**src/rtl/i2cm_pkg.sv**
```systemverilog
// Shared types and constants for the I2C register-access master.
package i2cm_pkg;

   localparam int MaxTransferDefault = 16;

   localparam logic [2:0] OP_TICK    = 3'd0;
   localparam logic [2:0] OP_QUEUE   = 3'd1;
   localparam logic [2:0] OP_WRITE   = 3'd2;
   localparam logic [2:0] OP_READ    = 3'd3;
   localparam logic [2:0] OP_RECOVER = 3'd4;

   localparam logic [2:0] ST_OK      = 3'd0;
   localparam logic [2:0] ST_TIMEOUT = 3'd1;
   localparam logic [2:0] ST_BUSY    = 3'd2;
   localparam logic [2:0] ST_ANACK   = 3'd3;
   localparam logic [2:0] ST_DNACK   = 3'd4;
   localparam logic [2:0] ST_INVALID = 3'd5;

   localparam logic CSR_HALF    = 1'b0;
   localparam logic CSR_STRETCH = 1'b1;

   localparam logic [3:0] RECOVERY_PULSES = 4'd9;

   typedef enum logic [15:0] {
      P_IDLE     = 16'h0001,
      P_ST_REL   = 16'h0002,
      P_ST_WAIT  = 16'h0004,
      P_ST_D1    = 16'h0008,
      P_ST_D2    = 16'h0010,
      P_BY_D1    = 16'h0020,
      P_BY_WAIT  = 16'h0040,
      P_BY_D2    = 16'h0080,
      P_SP_D1    = 16'h0100,
      P_SP_WAIT  = 16'h0200,
      P_SP_D2    = 16'h0400,
      P_SP_D3    = 16'h0800,
      P_RC_WAIT0 = 16'h1000,
      P_RC_D1    = 16'h2000,
      P_RC_WAIT  = 16'h4000,
      P_RC_D2    = 16'h8000
   } phase_type;

   typedef enum logic [2:0] {
      SEG_START   = 3'd0,
      SEG_ADDR_W  = 3'd1,
      SEG_REG     = 3'd2,
      SEG_DATA_W  = 3'd3,
      SEG_RSTART  = 3'd4,
      SEG_ADDR_R  = 3'd5,
      SEG_DATA_R  = 3'd6,
      SEG_RECOVER = 3'd7
   } seg_type;

   typedef struct packed {
      logic [2:0] operation;
      logic       scl_level;
      logic       sda_level;
      logic [6:0] device_address;
      logic [7:0] register_index;
      logic [4:0] byte_count;
      logic [7:0] write_data;
   } cmd_type;

   typedef struct packed {
      logic       scl_drive_low;
      logic       sda_drive_low;
      logic       busy_res;
      logic       accepted;
      logic       read_valid;
      logic [7:0] read_data;
      logic       read_last;
      logic       done_res;
      logic [2:0] status;
   } rsp_type;

endpackage

```
**src/rtl/i2cm_if.sv**
```systemverilog
// Valid/ready channel interfaces for commands, results and register writes.
interface i2cm_req_if;
   logic             valid;
   logic             ready;
   i2cm_pkg::cmd_type payload;
   modport source (output valid, output payload, input ready);
   modport sink (input valid, input payload, output ready);
endinterface

interface i2cm_rsp_if;
   logic             valid;
   logic             ready;
   i2cm_pkg::rsp_type payload;
   modport source (output valid, output payload, input ready);
   modport sink (input valid, input payload, output ready);
endinterface

interface i2cm_csr_if;
   logic       valid;
   logic       ready;
   logic       index;
   logic [9:0] data;
   modport source (output valid, output index, output data, input ready);
   modport sink (input valid, input index, input data, output ready);
endinterface

```
**src/rtl/i2cm_front.sv**
```systemverilog
// Front end: takes command items into a short queue toward the engine.
module i2cm_front (
   input  logic             clock,
   input  logic             reset,
   input  logic             in_valid,
   output logic             in_ready,
   input  i2cm_pkg::cmd_type in_cmd,
   output logic             q_valid,
   input  logic             q_take,
   output i2cm_pkg::cmd_type q_cmd
);
   // two-entry FIFO
   i2cm_pkg::cmd_type mem_ff [2];
   logic       wp_ff, wp_in, rp_ff, rp_in;
   logic [1:0] cnt_ff, cnt_in;
   logic       push, pop;

   assign in_ready = (cnt_ff != 2'd2);
   assign push     = in_valid && in_ready;
   assign q_valid  = (cnt_ff != 2'd0);
   assign pop      = q_valid && q_take;
   assign q_cmd    = mem_ff[rp_ff];

   always_comb begin
      wp_in  = push ? ~wp_ff : wp_ff;
      rp_in  = pop ? ~rp_ff : rp_ff;
      cnt_in = cnt_ff + {1'b0, push} - {1'b0, pop};
   end

   always_ff @(posedge clock) begin
      if (reset) begin
         wp_ff  <= 1'b0;
         rp_ff  <= 1'b0;
         cnt_ff <= 2'd0;
      end else begin
         wp_ff  <= wp_in;
         rp_ff  <= rp_in;
         cnt_ff <= cnt_in;
      end
   end

   always_ff @(posedge clock) begin
      if (push) mem_ff[wp_ff] <= in_cmd;
   end
endmodule

```
**src/rtl/i2cm_engine.sv**
```systemverilog
// Back end: bus sequencer, write queue and result register.
module i2cm_engine #(
   parameter int MaxTransfer = i2cm_pkg::MaxTransferDefault
) (
   input  logic             clock,
   input  logic             reset,
   input  logic             q_valid,
   output logic             q_take,
   input  i2cm_pkg::cmd_type q_cmd,
   input  logic [7:0]       half_period,
   input  logic [9:0]       stretch_limit,
   output logic             out_valid,
   input  logic             out_ready,
   output i2cm_pkg::rsp_type out_rsp
);
   localparam int QW = (MaxTransfer > 1) ? $clog2(MaxTransfer) : 1;
   localparam int CW = $clog2(MaxTransfer + 1);

   i2cm_pkg::phase_type phase_ff, phase_in;
   i2cm_pkg::seg_type   seg_ff, seg_in;
   logic [7:0] half_ff, half_in;
   logic [9:0] str_ff, str_in;
   logic [3:0] bit_ff, bit_in;
   logic [4:0] byc_ff, byc_in;
   logic [3:0] rec_ff, rec_in;
   logic [7:0] shift_ff, shift_in;
   logic [6:0] addr_ff, addr_in;
   logic [7:0] reg_ff, reg_in;
   logic [4:0] len_ff, len_in;
   logic       rd_ff, rd_in;
   logic [CW-1:0] qc_ff, qc_in;
   logic       scl_ff, scl_in, sda_ff, sda_in;
   logic [2:0] fst_ff, fst_in;
   logic [7:0] queue_mem [MaxTransfer];
   logic [7:0] qrd;
   logic       qwe;
   logic [QW-1:0] qwa;
   i2cm_pkg::rsp_type r;
   logic       ovalid_ff;
   i2cm_pkg::rsp_type orsp_ff;

   logic [7:0] hlim;
   logic [9:0] slim;
   logic       ddone;
   logic [1:0] wres;
   logic       wr, ack;
   logic [7:0] bval;
   logic       bwr, bgo;
   logic [4:0] byc_nx;
   logic [2:0] op;

   assign q_take    = !ovalid_ff || out_ready;
   assign out_valid = ovalid_ff;
   assign out_rsp   = orsp_ff;
   assign op        = q_cmd.operation;
   assign hlim      = (half_period == 8'd0) ? 8'd1 : half_period;
   assign slim      = (stretch_limit == 10'd0) ? 10'd1 : stretch_limit;
   assign wr        = (seg_ff != i2cm_pkg::SEG_DATA_R);
   assign ack       = !q_cmd.sda_level;
   assign byc_nx    = byc_ff + 5'd1;

   // queue entry read by index; index past depth reads zero
   function automatic logic [7:0] q_at(input logic [4:0] i, input logic [7:0] v);
      q_at = ({27'd0, i} < MaxTransfer) ? v : 8'd0;
   endfunction

   always_comb begin
      qrd = 8'd0;
      for (int k = 0; k < MaxTransfer; k++) begin
         if ({27'd0, byc_nx} == k && seg_ff == i2cm_pkg::SEG_DATA_W) qrd = queue_mem[k];
         if (k == 0 && seg_ff == i2cm_pkg::SEG_REG) qrd = queue_mem[0];
      end
   end

   always_comb begin
      phase_in = phase_ff; seg_in = seg_ff; half_in = half_ff; str_in = str_ff;
      bit_in = bit_ff; byc_in = byc_ff; rec_in = rec_ff; shift_in = shift_ff;
      addr_in = addr_ff; reg_in = reg_ff; len_in = len_ff; rd_in = rd_ff;
      qc_in = qc_ff; scl_in = scl_ff; sda_in = sda_ff; fst_in = fst_ff;
      qwe = 1'b0; qwa = qc_ff[QW-1:0];
      r = '0;
      ddone = 1'b0; wres = 2'd0; bgo = 1'b0; bval = 8'd0; bwr = 1'b1;

      if (q_valid && q_take) begin
         // shared timing helpers
         if ({2'b0, half_ff} + 10'd1 >= {2'b0, hlim}) ddone = 1'b1;
         if (q_cmd.scl_level) wres = 2'd1;
         else if (str_ff + 10'd1 >= slim) wres = 2'd2;

         if (op == i2cm_pkg::OP_TICK) begin
            if (phase_ff != i2cm_pkg::P_IDLE) begin
               if (phase_ff == i2cm_pkg::P_ST_D1 || phase_ff == i2cm_pkg::P_ST_D2 ||
                   phase_ff == i2cm_pkg::P_BY_D1 || phase_ff == i2cm_pkg::P_BY_D2 ||
                   phase_ff == i2cm_pkg::P_SP_D1 || phase_ff == i2cm_pkg::P_SP_D2 ||
                   phase_ff == i2cm_pkg::P_SP_D3 || phase_ff == i2cm_pkg::P_RC_D1 ||
                   phase_ff == i2cm_pkg::P_RC_D2)
                  half_in = ddone ? 8'd0 : half_ff + 8'd1;
               if (phase_ff == i2cm_pkg::P_ST_WAIT || phase_ff == i2cm_pkg::P_BY_WAIT ||
                   phase_ff == i2cm_pkg::P_SP_WAIT || phase_ff == i2cm_pkg::P_RC_WAIT0 ||
                   phase_ff == i2cm_pkg::P_RC_WAIT)
                  str_in = (wres == 2'd0) ? str_ff + 10'd1 : 10'd0;
               case (phase_ff)
                  i2cm_pkg::P_ST_REL: begin
                     sda_in = 1'b0; scl_in = 1'b0; str_in = 10'd0;
                     phase_in = i2cm_pkg::P_ST_WAIT;
                  end
                  i2cm_pkg::P_ST_WAIT: begin
                     if (wres == 2'd1) begin
                        half_in = 8'd0; phase_in = i2cm_pkg::P_ST_D1;
                     end else if (wres == 2'd2) begin
                        if (seg_ff == i2cm_pkg::SEG_START) begin
                           phase_in = i2cm_pkg::P_IDLE; half_in = 8'd0;
                           r.done_res = 1'b1; r.status = i2cm_pkg::ST_TIMEOUT;
                        end else begin
                           fst_in = i2cm_pkg::ST_TIMEOUT; sda_in = 1'b1; half_in = 8'd0;
                           phase_in = i2cm_pkg::P_SP_D1;
                        end
                     end
                  end
                  i2cm_pkg::P_ST_D1: begin
                     if (ddone) begin
                        if (!q_cmd.sda_level) begin
                           if (seg_ff == i2cm_pkg::SEG_START) begin
                              phase_in = i2cm_pkg::P_IDLE; str_in = 10'd0;
                              r.done_res = 1'b1; r.status = i2cm_pkg::ST_BUSY;
                           end else begin
                              fst_in = i2cm_pkg::ST_BUSY; sda_in = 1'b1;
                              phase_in = i2cm_pkg::P_SP_D1;
                           end
                        end else begin
                           sda_in = 1'b1; phase_in = i2cm_pkg::P_ST_D2;
                        end
                     end
                  end
                  i2cm_pkg::P_ST_D2: begin
                     if (ddone) begin
                        scl_in = 1'b1; bgo = 1'b1;
                        if (seg_ff == i2cm_pkg::SEG_START) begin
                           seg_in = i2cm_pkg::SEG_ADDR_W; bval = {addr_ff, 1'b0};
                        end else begin
                           seg_in = i2cm_pkg::SEG_ADDR_R; bval = {addr_ff, 1'b1};
                        end
                     end
                  end
                  i2cm_pkg::P_BY_D1: begin
                     if (ddone) begin
                        scl_in = 1'b0; str_in = 10'd0; phase_in = i2cm_pkg::P_BY_WAIT;
                     end
                  end
                  i2cm_pkg::P_BY_WAIT: begin
                     if (wres == 2'd1) begin
                        half_in = 8'd0; phase_in = i2cm_pkg::P_BY_D2;
                     end else if (wres == 2'd2) begin
                        fst_in = i2cm_pkg::ST_TIMEOUT; sda_in = 1'b1; half_in = 8'd0;
                        phase_in = i2cm_pkg::P_SP_D1;
                     end
                  end
                  i2cm_pkg::P_BY_D2: begin
                     if (ddone) begin
                        scl_in = 1'b1;
                        if (bit_ff < 4'd8) begin
                           if (!wr) shift_in = {shift_ff[6:0], q_cmd.sda_level};
                           bit_in = bit_ff + 4'd1;
                           if (bit_ff + 4'd1 < 4'd8)
                              sda_in = wr ? !shift_ff[3'd7 - bit_ff[2:0] - 3'd1] : 1'b0;
                           else
                              sda_in = wr ? 1'b0 : (byc_nx < len_ff);
                           phase_in = i2cm_pkg::P_BY_D1;
                        end else begin
                           if (!wr) sda_in = 1'b0;
                           case (seg_ff)
                              i2cm_pkg::SEG_ADDR_W: begin
                                 if (!ack) begin
                                    fst_in = i2cm_pkg::ST_ANACK; sda_in = 1'b1;
                                    phase_in = i2cm_pkg::P_SP_D1;
                                 end else begin
                                    seg_in = i2cm_pkg::SEG_REG; bgo = 1'b1; bval = reg_ff;
                                 end
                              end
                              i2cm_pkg::SEG_REG: begin
                                 if (!ack) begin
                                    fst_in = i2cm_pkg::ST_DNACK; sda_in = 1'b1;
                                    phase_in = i2cm_pkg::P_SP_D1;
                                 end else if (rd_ff) begin
                                    seg_in = i2cm_pkg::SEG_RSTART;
                                    phase_in = i2cm_pkg::P_ST_REL;
                                 end else if (len_ff == 5'd0) begin
                                    fst_in = i2cm_pkg::ST_OK; sda_in = 1'b1;
                                    phase_in = i2cm_pkg::P_SP_D1;
                                 end else begin
                                    seg_in = i2cm_pkg::SEG_DATA_W; byc_in = 5'd0;
                                    bgo = 1'b1; bval = q_at(5'd0, qrd);
                                 end
                              end
                              i2cm_pkg::SEG_DATA_W: begin
                                 if (!ack) begin
                                    fst_in = i2cm_pkg::ST_DNACK; sda_in = 1'b1;
                                    phase_in = i2cm_pkg::P_SP_D1;
                                 end else begin
                                    byc_in = byc_nx;
                                    if (byc_nx < len_ff) begin
                                       bgo = 1'b1; bval = q_at(byc_nx, qrd);
                                    end else begin
                                       fst_in = i2cm_pkg::ST_OK; sda_in = 1'b1;
                                       phase_in = i2cm_pkg::P_SP_D1;
                                    end
                                 end
                              end
                              i2cm_pkg::SEG_ADDR_R: begin
                                 if (!ack) begin
                                    fst_in = i2cm_pkg::ST_ANACK; sda_in = 1'b1;
                                    phase_in = i2cm_pkg::P_SP_D1;
                                 end else begin
                                    seg_in = i2cm_pkg::SEG_DATA_R; byc_in = 5'd0;
                                    bgo = 1'b1; bwr = 1'b0;
                                 end
                              end
                              default: begin
                                 r.read_valid = 1'b1; r.read_data = shift_ff;
                                 r.read_last = !(byc_nx < len_ff);
                                 byc_in = byc_nx;
                                 if (byc_nx < len_ff) begin
                                    bgo = 1'b1; bwr = 1'b0;
                                 end else begin
                                    fst_in = i2cm_pkg::ST_OK; sda_in = 1'b1;
                                    phase_in = i2cm_pkg::P_SP_D1;
                                 end
                              end
                           endcase
                        end
                     end
                  end
                  i2cm_pkg::P_SP_D1: begin
                     if (ddone) begin
                        scl_in = 1'b0; str_in = 10'd0; phase_in = i2cm_pkg::P_SP_WAIT;
                     end
                  end
                  i2cm_pkg::P_SP_WAIT: begin
                     if (wres != 2'd0) begin
                        half_in = 8'd0; phase_in = i2cm_pkg::P_SP_D2;
                     end
                  end
                  i2cm_pkg::P_SP_D2: begin
                     if (ddone) begin
                        sda_in = 1'b0; phase_in = i2cm_pkg::P_SP_D3;
                     end
                  end
                  i2cm_pkg::P_SP_D3: begin
                     if (ddone) begin
                        phase_in = i2cm_pkg::P_IDLE; str_in = 10'd0; r.done_res = 1'b1;
                        if (seg_ff == i2cm_pkg::SEG_RECOVER)
                           r.status = q_cmd.sda_level ? i2cm_pkg::ST_OK : i2cm_pkg::ST_BUSY;
                        else
                           r.status = fst_ff;
                     end
                  end
                  i2cm_pkg::P_RC_WAIT0, i2cm_pkg::P_RC_WAIT: begin
                     if (wres == 2'd1) begin
                        half_in = 8'd0;
                        if (phase_ff == i2cm_pkg::P_RC_WAIT) phase_in = i2cm_pkg::P_RC_D2;
                        else if (!q_cmd.sda_level && rec_ff < i2cm_pkg::RECOVERY_PULSES) begin
                           scl_in = 1'b1; phase_in = i2cm_pkg::P_RC_D1;
                        end else begin
                           fst_in = i2cm_pkg::ST_OK; sda_in = 1'b1;
                           phase_in = i2cm_pkg::P_SP_D1;
                        end
                     end else if (wres == 2'd2) begin
                        phase_in = i2cm_pkg::P_IDLE; half_in = 8'd0;
                        r.done_res = 1'b1; r.status = i2cm_pkg::ST_TIMEOUT;
                     end
                  end
                  i2cm_pkg::P_RC_D1: begin
                     if (ddone) begin
                        scl_in = 1'b0; str_in = 10'd0; phase_in = i2cm_pkg::P_RC_WAIT;
                     end
                  end
                  i2cm_pkg::P_RC_D2: begin
                     if (ddone) begin
                        rec_in = rec_ff + 4'd1;
                        if (!q_cmd.sda_level && rec_ff + 4'd1 < i2cm_pkg::RECOVERY_PULSES) begin
                           scl_in = 1'b1; phase_in = i2cm_pkg::P_RC_D1;
                        end else begin
                           fst_in = i2cm_pkg::ST_OK; sda_in = 1'b1;
                           phase_in = i2cm_pkg::P_SP_D1;
                        end
                     end
                  end
                  default: phase_in = i2cm_pkg::P_IDLE;
               endcase
               if (bgo) begin
                  shift_in = bwr ? bval : 8'd0; bit_in = 4'd0; half_in = 8'd0;
                  phase_in = i2cm_pkg::P_BY_D1; sda_in = bwr ? !bval[7] : 1'b0;
               end
            end
         end else if (phase_ff == i2cm_pkg::P_IDLE) begin
            case (op)
               i2cm_pkg::OP_QUEUE: begin
                  if (qc_ff < CW'(MaxTransfer)) begin
                     qwe = 1'b1; qc_in = qc_ff + CW'(1); r.accepted = 1'b1;
                  end
               end
               i2cm_pkg::OP_RECOVER: begin
                  r.accepted = 1'b1; seg_in = i2cm_pkg::SEG_RECOVER; rec_in = 4'd0;
                  sda_in = 1'b0; scl_in = 1'b0; str_in = 10'd0;
                  phase_in = i2cm_pkg::P_RC_WAIT0;
               end
               i2cm_pkg::OP_WRITE, i2cm_pkg::OP_READ: begin
                  r.accepted = 1'b1;
                  if (op == i2cm_pkg::OP_WRITE) qc_in = '0;
                  if ({27'd0, q_cmd.byte_count} > MaxTransfer ||
                      (op == i2cm_pkg::OP_WRITE ? ({27'd0, q_cmd.byte_count} > 32'(qc_ff))
                                                : (q_cmd.byte_count == 5'd0))) begin
                     r.done_res = 1'b1; r.status = i2cm_pkg::ST_INVALID;
                  end else begin
                     addr_in = q_cmd.device_address; reg_in = q_cmd.register_index;
                     len_in = q_cmd.byte_count; rd_in = (op == i2cm_pkg::OP_READ);
                     byc_in = 5'd0; seg_in = i2cm_pkg::SEG_START;
                     sda_in = 1'b0; scl_in = 1'b0; str_in = 10'd0; half_in = 8'd0;
                     phase_in = i2cm_pkg::P_ST_WAIT;
                  end
               end
               default: ;
            endcase
         end
      end
      r.scl_drive_low = scl_in;
      r.sda_drive_low = sda_in;
      r.busy_res      = (phase_in != i2cm_pkg::P_IDLE);
   end

   always_ff @(posedge clock) begin
      if (reset) begin
         phase_ff <= i2cm_pkg::P_IDLE; seg_ff <= i2cm_pkg::SEG_START;
         half_ff <= '0; str_ff <= '0; bit_ff <= '0; byc_ff <= '0; rec_ff <= '0;
         shift_ff <= '0; addr_ff <= '0; reg_ff <= '0; len_ff <= '0; rd_ff <= 1'b0;
         qc_ff <= '0; scl_ff <= 1'b0; sda_ff <= 1'b0; fst_ff <= '0;
         ovalid_ff <= 1'b0;
      end else begin
         phase_ff <= phase_in; seg_ff <= seg_in;
         half_ff <= half_in; str_ff <= str_in; bit_ff <= bit_in; byc_ff <= byc_in;
         rec_ff <= rec_in; shift_ff <= shift_in; addr_ff <= addr_in; reg_ff <= reg_in;
         len_ff <= len_in; rd_ff <= rd_in; qc_ff <= qc_in;
         scl_ff <= scl_in; sda_ff <= sda_in; fst_ff <= fst_in;
         if (q_take) ovalid_ff <= q_valid;
      end
   end

   always_ff @(posedge clock) begin
      if (q_take && q_valid) orsp_ff <= r;
      if (qwe) queue_mem[qwa] <= q_cmd.write_data;
   end
endmodule

```
**src/rtl/i2c_master_register_access.sv**
```systemverilog
// Input transfers are registered in the command queue, and the result register loads when
// the engine takes the queue head. One item per cycle unless the result register stalls.
// Two-entry command queue decouples the input from the result register stall.
// Synchronous reset: bus lines released, idle, timers and queue count zero,
// half period 4 ticks, stretch timeout 1000 ticks.
module i2c_master_register_access #(
   parameter int MaxTransfer = i2cm_pkg::MaxTransferDefault
) (
   input logic clock,
   input logic reset,
   i2cm_req_if.sink   req,
   i2cm_rsp_if.source rsp,
   i2cm_csr_if.sink   csr
);
   logic [7:0] half_ff;
   logic [9:0] stretch_ff;
   logic       q_valid, q_take;
   i2cm_pkg::cmd_type q_cmd;

   assign csr.ready = 1'b1;

   always_ff @(posedge clock) begin
      if (reset) begin
         half_ff    <= 8'd4;
         stretch_ff <= 10'd1000;
      end else if (csr.valid) begin
         if (csr.index == i2cm_pkg::CSR_HALF) half_ff <= csr.data[7:0];
         else stretch_ff <= csr.data;
      end
   end

   i2cm_front u_front (
      .clock, .reset,
      .in_valid (req.valid), .in_ready (req.ready), .in_cmd (req.payload),
      .q_valid, .q_take, .q_cmd
   );

   i2cm_engine #(.MaxTransfer (MaxTransfer)) u_engine (
      .clock, .reset, .q_valid, .q_take, .q_cmd,
      .half_period (half_ff), .stretch_limit (stretch_ff),
      .out_valid (rsp.valid), .out_ready (rsp.ready), .out_rsp (rsp.payload)
   );

   a_status_only_done: assert property (@(posedge clock) disable iff (reset)
      rsp.valid && !rsp.payload.done_res |-> rsp.payload.status == i2cm_pkg::ST_OK)
      else $error("status without done");
   a_last_needs_valid: assert property (@(posedge clock) disable iff (reset)
      rsp.valid && rsp.payload.read_last |-> rsp.payload.read_valid)
      else $error("read_last without read_valid");
   a_done_not_busy: assert property (@(posedge clock) disable iff (reset)
      rsp.valid && rsp.payload.done_res |-> !rsp.payload.busy_res)
      else $error("done while busy");
endmodule
```
**src/flat_wrapper.sv**
```systemverilog
// flat-port wrapper written by rule: the top's interface ports become plain ports
module i2c_master_register_access_flat 
#(
   parameter int MaxTransfer = i2cm_pkg::MaxTransferDefault
)
  (clock, reset, req_valid, req_payload, req_ready, rsp_valid, rsp_payload, rsp_ready, csr_valid, csr_index, csr_data, csr_ready);
  i2cm_req_if req_i ();
  i2cm_rsp_if rsp_i ();
  i2cm_csr_if csr_i ();
  input logic clock;
  input logic reset;
  input wire logic [$bits(req_i.valid)-1:0] req_valid;
  input wire logic [$bits(req_i.payload)-1:0] req_payload;
  output wire logic [$bits(req_i.ready)-1:0] req_ready;
  output wire logic [$bits(rsp_i.valid)-1:0] rsp_valid;
  output wire logic [$bits(rsp_i.payload)-1:0] rsp_payload;
  input wire logic [$bits(rsp_i.ready)-1:0] rsp_ready;
  input wire logic [$bits(csr_i.valid)-1:0] csr_valid;
  input wire logic [$bits(csr_i.index)-1:0] csr_index;
  input wire logic [$bits(csr_i.data)-1:0] csr_data;
  output wire logic [$bits(csr_i.ready)-1:0] csr_ready;
  assign req_i.valid = req_valid;
  assign req_i.payload = req_payload;
  assign req_ready = req_i.ready;
  assign rsp_valid = rsp_i.valid;
  assign rsp_payload = rsp_i.payload;
  assign rsp_i.ready = rsp_ready;
  assign csr_i.valid = csr_valid;
  assign csr_i.index = csr_index;
  assign csr_i.data = csr_data;
  assign csr_ready = csr_i.ready;
  i2c_master_register_access #(.MaxTransfer(MaxTransfer)) u_core (.clock(clock), .reset(reset), .req(req_i), .rsp(rsp_i), .csr(csr_i));
endmodule
```
**config.mk**
```make
export PLATFORM = sky130hd
export DESIGN_NAME = i2c_master_register_access_flat
export DESIGN_NICKNAME = d
export VERILOG_FILES = /design/src/rtl/i2cm_pkg.sv /design/src/rtl/i2cm_if.sv /design/src/rtl/i2cm_front.sv /design/src/rtl/i2cm_engine.sv /design/src/rtl/i2c_master_register_access.sv /design/src/flat_wrapper.sv
export SDC_FILE = /design/constraint.sdc
export NUM_CORES = 1
export LEC_CHECK = 0
export BUFFER_PORTS_ARGS = -buffer_cell sky130_fd_sc_hd__buf_4
export CORE_MARGIN = 5
export CORE_UTILIZATION = 60
export CTS_CLUSTER_DIAMETER = 50
export CTS_CLUSTER_SIZE = 20
export DETAILED_ROUTE_END_ITERATION = 6
export PLACE_DENSITY = 0.77
export SYNTH_ARGS = -nofsm -noshare
export SYNTH_HDL_FRONTEND = slang
export SYNTH_HIERARCHICAL = 1
export SYNTH_SLANG_ARGS = --single-unit
export TNS_END_PERCENT = 1
```
**constraint.sdc**
```tcl
create_clock -name clock -period 4.7 [get_ports clock]
set_clock_uncertainty 0.05 [all_clocks]
set_input_delay 0.235 -clock clock [delete_from_list [all_inputs] [get_ports clock]]
set_output_delay 0.235 -clock clock [all_outputs]
set_load 0.005 [all_outputs]
```
---- Yosys cells after proc, flatten, opt, wreduce, memory -nomap -nowiden ----
Memories as Yosys holds them, arrays and structs flattened. A register that Yosys moved wholly into a read port is not among the register bits.
Index checks and enable logic that the tools add are counted.
W data, S select, Z words.
word-level totals
  memories ................................ 2
  logic and storage cells ................. 514
  RAM bits ................................ 194
  register bits after elaboration ......... 130
  bits of input ports ..................... 49
cells by class
  muxes and demuxes ....................... 277
  equal/unequal tests ..................... 89
  bitwise logic cells ..................... 9
  order comparisons ....................... 12
  reductions and logical operators ........ 83
  add/subtract/negate cells ............... 11
memories
  memory                     words  bits a word  read ports  clocked after memory_dff  write ports  line               RTL
  u_core.u_engine.queue_mem  16     8            16          0                         1            i2cm_engine.sv:34  logic [7:0] queue_mem [MaxTransfer];
  u_core.u_front.mem_ff      2      33           1           1                         1            i2cm_front.sv:13   i2cm_pkg::cmd_type mem_ff [2];
operators by type and width
  kind                   count
  $mux W16               30
  $mux W8                48
  $pmux W16 S14          1
  $mux W10               12
  $mux W3                35
  $mux W4                24
  $mux W1                80
  $mux W5                15
  $pmux W16 S3           1
  $eq A5 B4 Y1 const B   8
  $ne A2 B2 Y1 const B   20
  $ne A3 B3 Y1 const B   11
  $ne A16 B1 Y1 const B  2
  $pmux W16 S2           1
  $pmux W8 S2            2
  $pmux W10 S3           1
  $mux W14               2
  $reduce_and A14 Y1     2
  $pmux W8 S3            1
  $reduce_and A22 Y1     1
  $eq A5 B3 Y1 const B   4
  $logic_and A1 B1 Y1    20
  $pmux W10 S2           1
  $pmux W5 S4            1
  other kinds (78)       158

---- Depth between registers and ports, before layout ----
Gate-level depths: netlist of run 1.
  depth in word-level cells ............... 36
  depth in mapped cells ................... 17

---- Hierarchy ----
Netlist of run 1, hierarchy kept.
by module, submodules not included
  module                      times used  area each (um2)  sequential area each (um2)  cells an instance
  i2cm_engine                 1           13,492.9         6,185.9                     1,474
  i2cm_front                  1           2,748.9          2,082.0                     127
  i2c_master_register_access  1           770.7            360.3                       72

---- Worst setup path after synthesis of run 1 ----
Ideal clock, no wire load.
  kind .................................... register -> register
  from .................................... register u_core.u_engine.byc_ff[1]
  to ...................................... register u_core.u_engine.orsp_ff, in the netlist u_core/u_engine/out_rsp[15] (data pin)
  data required time ...................... 4,397 ps
  data arrival time ....................... 3,389 ps
  setup slack ............................. 1,008 ps
  cell stages (with the launch flop) ...... 14
  cell sequence ........................... dfxtp_1 > ha_1 > clkbuf_1 > xor2_1 > ha_1 > a21o_1 > a31oi_1 > o221ai_1 > a222oi_1 > a211oi_1 > a31oi_1 > a21boi_2 > and4_1 > nand2_1
RTL lines
  element                 line                RTL
  from (decl)             i2cm_engine.sv:24   logic [4:0] byc_ff, byc_in;
  from (signal assigned)  i2cm_engine.sv:340  half_ff <= half_in; str_ff <= str_in; bit_ff <= bit_in; byc_ff <= byc_in;
  to (signal assigned)    i2cm_engine.sv:349  if (q_take && q_valid) orsp_ff <= r;
  to (decl)               i2cm_engine.sv:40   i2cm_pkg::rsp_type orsp_ff;

---- Final worst setup path of run 1 ----
  from .................................... register u_core.u_engine.half_ff[2]
  to ...................................... register u_core.u_engine.str_ff[8]
on the way
  word-level cells in the longest chain between the ends .. 8
  elaborated cells between the ends (all ways) .. 9
  classes of those cells .................. 1 x add/sub; 1 x order compare; 7 x mux
ends and longest elaborated chain
  element                      line                RTL
  from (decl)                  i2cm_engine.sv:21   logic [7:0] half_ff, half_in;
  from (signal assigned)       i2cm_engine.sv:340
  $add A8 B1 Y9 *              i2cm_engine.sv:86   if ({2'b0, half_ff} + 10'd1 >= {2'b0, hlim}) ddone = 1'b1;
  $ge A9 B8 Y1 *               i2cm_engine.sv:86
  $mux W1 *                    i2cm_engine.sv:86
  $mux W1 *                    i2cm_engine.sv:84   if (q_valid && q_take) begin
  $mux W10 (on tied branches)  -
  $pmux W10 S3 *               i2cm_engine.sv:102  case (phase_ff)
  $mux W10 *                   i2cm_engine.sv:91   if (phase_ff != i2cm_pkg::P_IDLE) begin
  $mux W10 *                   i2cm_engine.sv:90   if (op == i2cm_pkg::OP_TICK) begin
  to (signal assigned)         i2cm_engine.sv:340
  to (decl)                    i2cm_engine.sv:22   logic [9:0] str_ff, str_in;
Every way passes the cells marked *; elsewhere a longest branch is shown, timed or not. The select of a mux whose other input is x is not followed.
A chain may end at the register's enable or synchronous reset.

==> results.md, run 1 <==
* Total gr overflow at 0
* Post-DP HPWL at 35.0 mm
* Die Y at 178 um
* PD cells at 420 nW/um2
* Initial antenna violation count at 1
* Hold Crit Class: in2reg
* Ys flop type: edfxtp_1
* Max-slew violation count at 0
* DIE AREA at 31800 um2
* N_diodes at 0
* # IOs at 70
* Vias per cell at 6.65
* CTS resizes at 0
* Largest net degree at the start of global routing at 87
* Asr flop ratio synth at 0
* Synth unique cells at just over 100
* Top-area cell type share of the netlist area at 0.374
* CP Capture Type: register
* Leak at roughly 7 nW
* Reg-to-Reg End: u_core/u_engine/str_ff[8]
* Vias in the first global route at approximately 14000
* Wire length on met2 at roughly 23 mm
* GP Congestion at about 1
* CTS max path bufs at 3
* Largest area contributor in the netlist: edfxtp_1
* Layout cells sized above 1 at 0.132
* # Post-CTS Setup Buffers at 0
* Top layer in use: met4
* CP max FO at 15
* Final core utilization at 0.702
* Met3 Routed Length at 5.45 mm
* Mapped Area at between 15000 and 20000 um2
* Highest clock rate at roughly 0.24 GHz
* Final period util at 0.894
* Syn Area/Cell at between 10 and 15 um2
* Starting Density at 0.611
* Router iterations before antenna repair at 6
* Vias at about 15000
* Max cap viols at 0
* CP arrival at between 4 and 5 ns
* Flops & latches, synth at between 300 and 400
* Met1 WL at ~21 mm
* DR DRC count at 0
* RSZ-0062 raised after global routing: no
* CORE AREA at about 28000 um2
* First-pass GRT wire length at roughly 80 mm
* Cts bufs inserted at 35
* DR iter-0 viols at between 1500 and 2000
* Hold Slack at -0.00391 ns
* Startpoint Class: register
* Synth area leaders: edfxtp_1 (37%), dfxtp_1 (13%), a21oi_1 (3.8%)
* Worst flop-to-flop path startpoint: u_core/u_engine/half_ff[2]
* Total track usage at 0.318
* Hold Path Sink: u_core/stretch_ff[9]
* Root buf cell: clkbuf_16
* Hold path start: csr_data[9]
* Relative slew slack at 0.188
* Post-Syn Nets at roughly 1800
* Status: finished, violations left
* Power, Total at about 8 mW
* Worst-path clk slew at ~0.06 ns
* Final count of negative-setup-slack endpoints at 0
* Die X at ~180 um
* Setup_tns at 0 ns
* Tmin final at 4.20 ns
* Post-Synthesis Cells at approximately 1700
* Hold Fails Final Rpt at 1
* Post-route ant nets at 0
* Peak VDD IR at roughly 0.43 mV
* EDFF count, synth at around 210
* Htree depth at 2
* Worst slew pin tran at roughly 1.2 ns
* Clk_lat worst skew at 0.53 ns
* Final net count at between 1500 and 2000
* FF-to-FF path depth at 14
* Clk sinks at roughly 330
* Failing checks: hold timing
* Row count at slightly above 60
* Routed len/inst at 23.4 um
* CP required at between 5 and 6 ns
* CTS tree: done
* Worst reg2reg setup slack at around 0.5 ns
* Detailed Route WL at 51.0 mm
* Crit Path Category: reg2reg
* Port bufs at just under 70
* Register area share after synthesis at 0.507
* Hold path depth at 3
* Syn. warnings at 6
* Area added between synthesis and finish at 14.9%
[cell families after synthesis]
group / after synthesis / synth area share
fa+ha+maj: 47 / 0.0346
xor+xnor: 29 / 0.0154
buf+inv: 144 / 0.0368
mux: 50 / 0.0403
other cells: 1 / 0.000220
simple gates: 625 / 0.188
compound gates: 452 / 0.178
flops: 325 / 0.507
[stage by stage]
| step | instances | worst slack, ns | area, um2 | hold slack [ns] |
|---|---|---|---|---|
| 4_1_cts | 2182 | 0.629 | 19500 | 0.00636 |
| 2_1_floorplan | 1673 | 1.01 | 17000 | 0.257 |
| 3_3_place_gp | 2076 | 0.631 | 17900 | 0.370 |
| 6_report | 2182 | 0.497 | 19500 | -0.00391 |
| 3_5_place_dp | 2076 | 0.646 | 17900 | 0.372 |
| 5_1_grt | 2182 | 0.216 | 19500 | 0.000369 |
[power breakdown]
part / total (mW) / switching, mW / leakage (nW) / internal [mW]
clock: 2.83 / 1.28 / 0.575 / 1.55
combinational: 1.86 / 1.20 / 3.59 / 0.668
sequential: 3.52 / 0.128 / 2.86 / 3.39
[per-layer routing]
layer / GRT usage / vias up
li1: - / 6532
met5: 0 / -
met1: 0.472 / 6929
met4: 0.0895 / 0
met2: 0.481 / 917
met3: 0.0585 / 142
[final cells by class]
| cell class | count | area (um2) |
|---|---|---|
| multi-input cells | 1204 | 7760 |
| flip-flops and latches | 325 | 8630 |
| clock inverters | 24 | 283 |
| well taps | 378 | 473 |
| fillers | 2044 | 8310 |
| clock buffers | 40 | 926 |
| inverters | 57 | 214 |
| repair buffers | 154 | 1260 |
[critical path, stage by stage, from the launching register on]
cell      delay (ns)
dfxtp_1         0.40
and3_1          0.22
nand3_1         0.17
nor2_1          0.17
xor2_1          0.21
ha_1            0.28
a21oi_1         0.17
o21ai_0         0.13
a21oi_1         0.35
and2_1          0.59
o211ai_1        0.22
or4_1           0.65
inv_2           0.24
nand2_1         0.09
a21oi_1         0.17
[how the worst max path moves through the flow]
| stage | start | end | slack (ns) | cells after the start |
|---|---|---|---|---|
| after global placement | u_core/u_engine/phase_ff[12] | u_core/u_engine/queue_mem[4][3] | 0.63 | 7 |
| after detailed placement | u_core/u_engine/phase_ff[12] | u_core/u_engine/queue_mem[4][0] | 0.65 | 7 |
| after CTS | u_core/u_engine/phase_ff[12] | u_core/u_engine/queue_mem[4][7] | 0.63 | 7 |
| final | u_core/u_engine/half_ff[2] | u_core/u_engine/str_ff[8] | 0.50 | 14 |
| after global routing | u_core/u_engine/half_ff[2] | u_core/u_engine/str_ff[7] | 0.22 | 14 |
| after floorplan | u_core/u_engine/byc_ff[1] | u_core/u_engine/out_rsp[15] | 1.01 | 13 |
[layout by cell type (no fill, tap or decap), types with 18 or more instances in the layout]
master and n:
a211oi_1 19, a21oi_1 128, a22oi_1 20, and2_1 18, and3_1 26, buf_4 112, clkbuf_16 36, dfxtp_1 112
dlygate4sd3_1 42, edfxtp_1 212, ha_1 47, inv_1 50, mux2_4 31, nand2_1 157, nand2b_1 22, nand3_1 56
nand4_1 24, nor2_1 168, nor3_1 35, o21ai_0 69, o21ai_1 22
[cells in the mapped netlist, types with 7 or more instances]
cell	number
edfxtp_1	212
o22ai_1	12
o21a_1	12
o21ai_1	22
dfxtp_1	113
mux2_4	31
a222oi_1	7
and2_1	18
o211ai_1	17
nor4b_1	9
nor2b_1	16
a21o_1	12
a31oi_1	17
nand3b_1	13
buf_2	9
a21oi_1	128
ha_1	47
nand4_1	24
inv_1	50
and4_1	8
nor3b_1	9
a22oi_1	20
nand3_1	56
a32oi_1	8
nand2b_1	22
a211oi_1	19
nor2_1	169
nor3_1	35
clkbuf_1	65
o21ai_0	69
xnor2_1	14
buf_6	9
a211o_1	8
o2111ai_1	13
xor2_1	14
or3_1	9
or4_1	9
o31ai_1	7
a311oi_1	12
nand2_1	157
and3_1	26
nor4_1	15
mux2i_1	13
[timing repair]
action / 4_1_cts / 5_1_grt
endpoints found under the setup margin: 0 / 0
hold buffers: 42 / 0
hold endpoints to repair: 80 / 0
[sequential cells by signal (all words and copies together) (netlist names), 2 cells and up, named ones only]
register	cells
u_core/u_engine/queue_mem	128
u_core/u_engine/qc_ff	5
u_core/half_ff	8
u_core/u_engine/phase_ff	16
u_core/u_engine/len_ff	5
u_core/u_engine/shift_ff	8
u_core/u_engine/rec_ff	4
u_core/u_engine/out_rsp	18
u_core/u_engine/addr_ff	7
u_core/u_engine/byc_ff	5
u_core/u_engine/fst_ff	3
u_core/u_front/mem_ff	66
u_core/u_engine/bit_ff	4
u_core/u_engine/seg_ff	3
u_core/u_front/cnt_ff	2
u_core/u_engine/str_ff	10
u_core/u_engine/half_ff	8
u_core/stretch_ff	10
u_core/u_engine/reg_ff	8
Power figures use the tool's default switching activity.
==> run 2, diff against run 1 <==
--- a/config.mk
+++ b/config.mk
@@ -11,7 +11,7 @@
 export CTS_CLUSTER_DIAMETER = 50
 export CTS_CLUSTER_SIZE = 20
 export DETAILED_ROUTE_END_ITERATION = 6
-export PLACE_DENSITY = 0.77
+export PLACE_DENSITY = 0.8
 export SYNTH_ARGS = -nofsm -noshare
 export SYNTH_HDL_FRONTEND = slang
 export SYNTH_HIERARCHICAL = 1
==> run 2 against run 1 <==
  * The run now ends clean
  * Clock power decreased by 6%
  * Sequential share of layout area about the same
  * Register-to-register slack improved by 0.04 ns
  * Power decreased by 1.8%
  * Count of clock-buffer cells in the layout decreased by 4
  * Global-route usage decreased by 0.32 points
  * Largest cell class unchanged
  * Flip-flop and latch count unchanged
  * Critical path depth decreased by 2
==> results.md, run 2 (synthesis gave the netlist of run 1 again) <==
* Wire length on met2 at between 20 and 25 mm
* Relative slew slack at 0.271
* Highest clock rate at between 0.2 and 0.25 GHz
* Crit Path Category: reg2reg
* Clk sinks at between 300 and 400
* Root buf cell: clkbuf_16
* Hold Fails Final Rpt at 0
* Total track usage at 0.315
* Peak VDD IR at approximately 0.37 mV
* Leak at ~7.0 nW
* Post-route ant nets at 0
* Initial antenna violation count at 0
* Setup_tns at 0 ns
* Vias in the first global route at roughly 14000
* Port bufs at 68
* Die Y at roughly 180 um
* Total gr overflow at 0
* Htree depth at 1
* First-pass GRT wire length at a little under 80 mm
* CP max FO at 14
* Status: finished clean
* Crit path launch: u_core/u_engine/byc_ff[0]
* Row count at slightly above 60
* Max FFs per register at around 130
* Final count of negative-setup-slack endpoints at 0
* Detailed Route WL at between 50 and 60 mm
* Top layer in use: met4
* Fin cells at between 2000 and 2500
* Met3 Routed Length at 5.83 mm
* # Post-CTS Setup Buffers at 0
* Commonest non-fill, non-tap cells in the layout: edfxtp_1 (212), nor2_1 (168), nand2_1 (157), a21oi_1 (128), buf_4 (120)
* CP Capture Type: register
* CTS tree: done
* Worst-path clk slew at ~0.070 ns
* Vias at roughly 14000
* Clk_lat worst skew at a little under 0.6 ns
* Placed Instances at between 2000 and 2500
* CORE AREA at 27900 um2
* Tmin final at 4.17 ns
* Hold Crit Class: in2reg
* Post-DP HPWL at between 30 and 40 mm
* Finished Cell Area at 19600 um2
* DR DRC count at 0
* DR iter-0 viols at between 1500 and 2000
* Hold path start: rsp_ready
* Final period util at 0.886
* Router iterations before antenna repair at 6
* PD cells at 413 nW/um2
* CP arrival at approximately 4.5 ns
* GP Congestion at slightly above 1
* CTS resizes at 0
* Startpoint Class: register
* Placed cell areas at around 18000 um2
* # IOs at 70
* Max-slew violation count at 0
* Vias per cell at 6.61
* Die X at 178 um
* Starting Density at 0.611
* Routed len/inst at 23.2 um
* # fillers at approximately 2000
* CP required at 5.07 ns
* Max cap viols at 0
* Cts bufs inserted at 31
* RSZ-0062 raised after global routing: no
* Met1 WL at between 20 and 25 mm
* CTS max path bufs at 3
* Largest net degree at the start of global routing at just over 90
* Worst flop-to-flop path startpoint: u_core/u_engine/byc_ff[0]
* Area added between synthesis and finish at 15.0%
* DIE AREA at between 30000 and 40000 um2
* Commonest non-fill, non-tap cell in the layout: edfxtp_1
* N_diodes at 0
* Top reg by flops: u_core/u_engine/queue_mem
* Worst slew pin tran at approximately 1.1 ns
* Layout cells sized above 1 at 0.133
* Final net count at between 1500 and 2000
[run 2: cell count changes in the layout (fill, tap and decap cells not counted), moves of 2 or more]
cell	change
buf_4	+8
clkbuf_16	-5
clkinv_8	-2
clkinvlp_4	-3
dlygate4sd3_1	+6
inv_12	+4
[run 2: metal layers]
metal / vias to the layer above / track usage
li1: 6540 / -
met1: 6928 / 0.461
met2: 885 / 0.480
met3: 117 / 0.0653
met4: 0 / 0.0838
met5: - / 0
[run 2: final timing paths]
kind,end,slack (ns),depth (start not counted)
max,u_core/u_engine/shift_ff[0],0.53,12
min,u_core/u_engine/out_valid,0.08,3
max reg2reg,u_core/u_engine/shift_ff[0],0.53,12
min reg2reg,u_core/u_engine/addr_ff[3],0.41,2
[run 2: final cells by class]
class | instances | area (um2) | area share
Multi-Input combinational cell | 1204 | 7760 | 0.397
Inverter | 57 | 214 | 0.0109
Clock buffer | 36 | 805 | 0.0411
Timing Repair Buffer | 168 | 1380 | 0.0706
Sequential cell | 325 | 8630 | 0.441
Tap cell | 378 | 473 | 0.0242
Clock inverter | 22 | 299 | 0.0153
[run 2: repair_timing]
item,4_1_cts,5_1_grt
endpoints found under the hold margin,85,0
hold buffers,48,0
setup endpoints to repair,0,0
[run 2: through the flow]
stage | hold WS [ns] | setup slack [ns] | utilization | power, mW
after floorplan | 0.257 | 1.01 | - | 4.70
after global placement | 0.370 | 0.768 | 0.645 | 5.34
after detailed placement | 0.373 | 0.705 | 0.645 | 5.37
after CTS | 0.0355 | 0.665 | 0.702 | 8.02
after global routing | 0.0770 | 0.330 | 0.702 | 8.35
final | 0.0821 | 0.534 | 0.702 | 8.07
[run 2: worst max-delay path: stages (launching register included)]
cell	delay [ns]
dfxtp_1	0.54
ha_1	0.31
and3_1	0.22
xnor2_2	0.13
inv_2	0.15
ha_1	0.32
a21oi_1	0.24
o221ai_1	0.28
a21o_1	0.34
a21o_1	0.43
a222oi_1	0.61
o221a_1	0.30
a211oi_1	0.07
[run 2: report_power, final]
| part | switching (mW) | total, mW | internal (mW) |
|---|---|---|---|
| logic | 1.22 | 1.91 | 0.687 |
| clock network | 1.26 | 2.65 | 1.38 |
| registers | 0.128 | 3.51 | 3.39 |
| total | 2.62 | 8.07 | 5.46 |
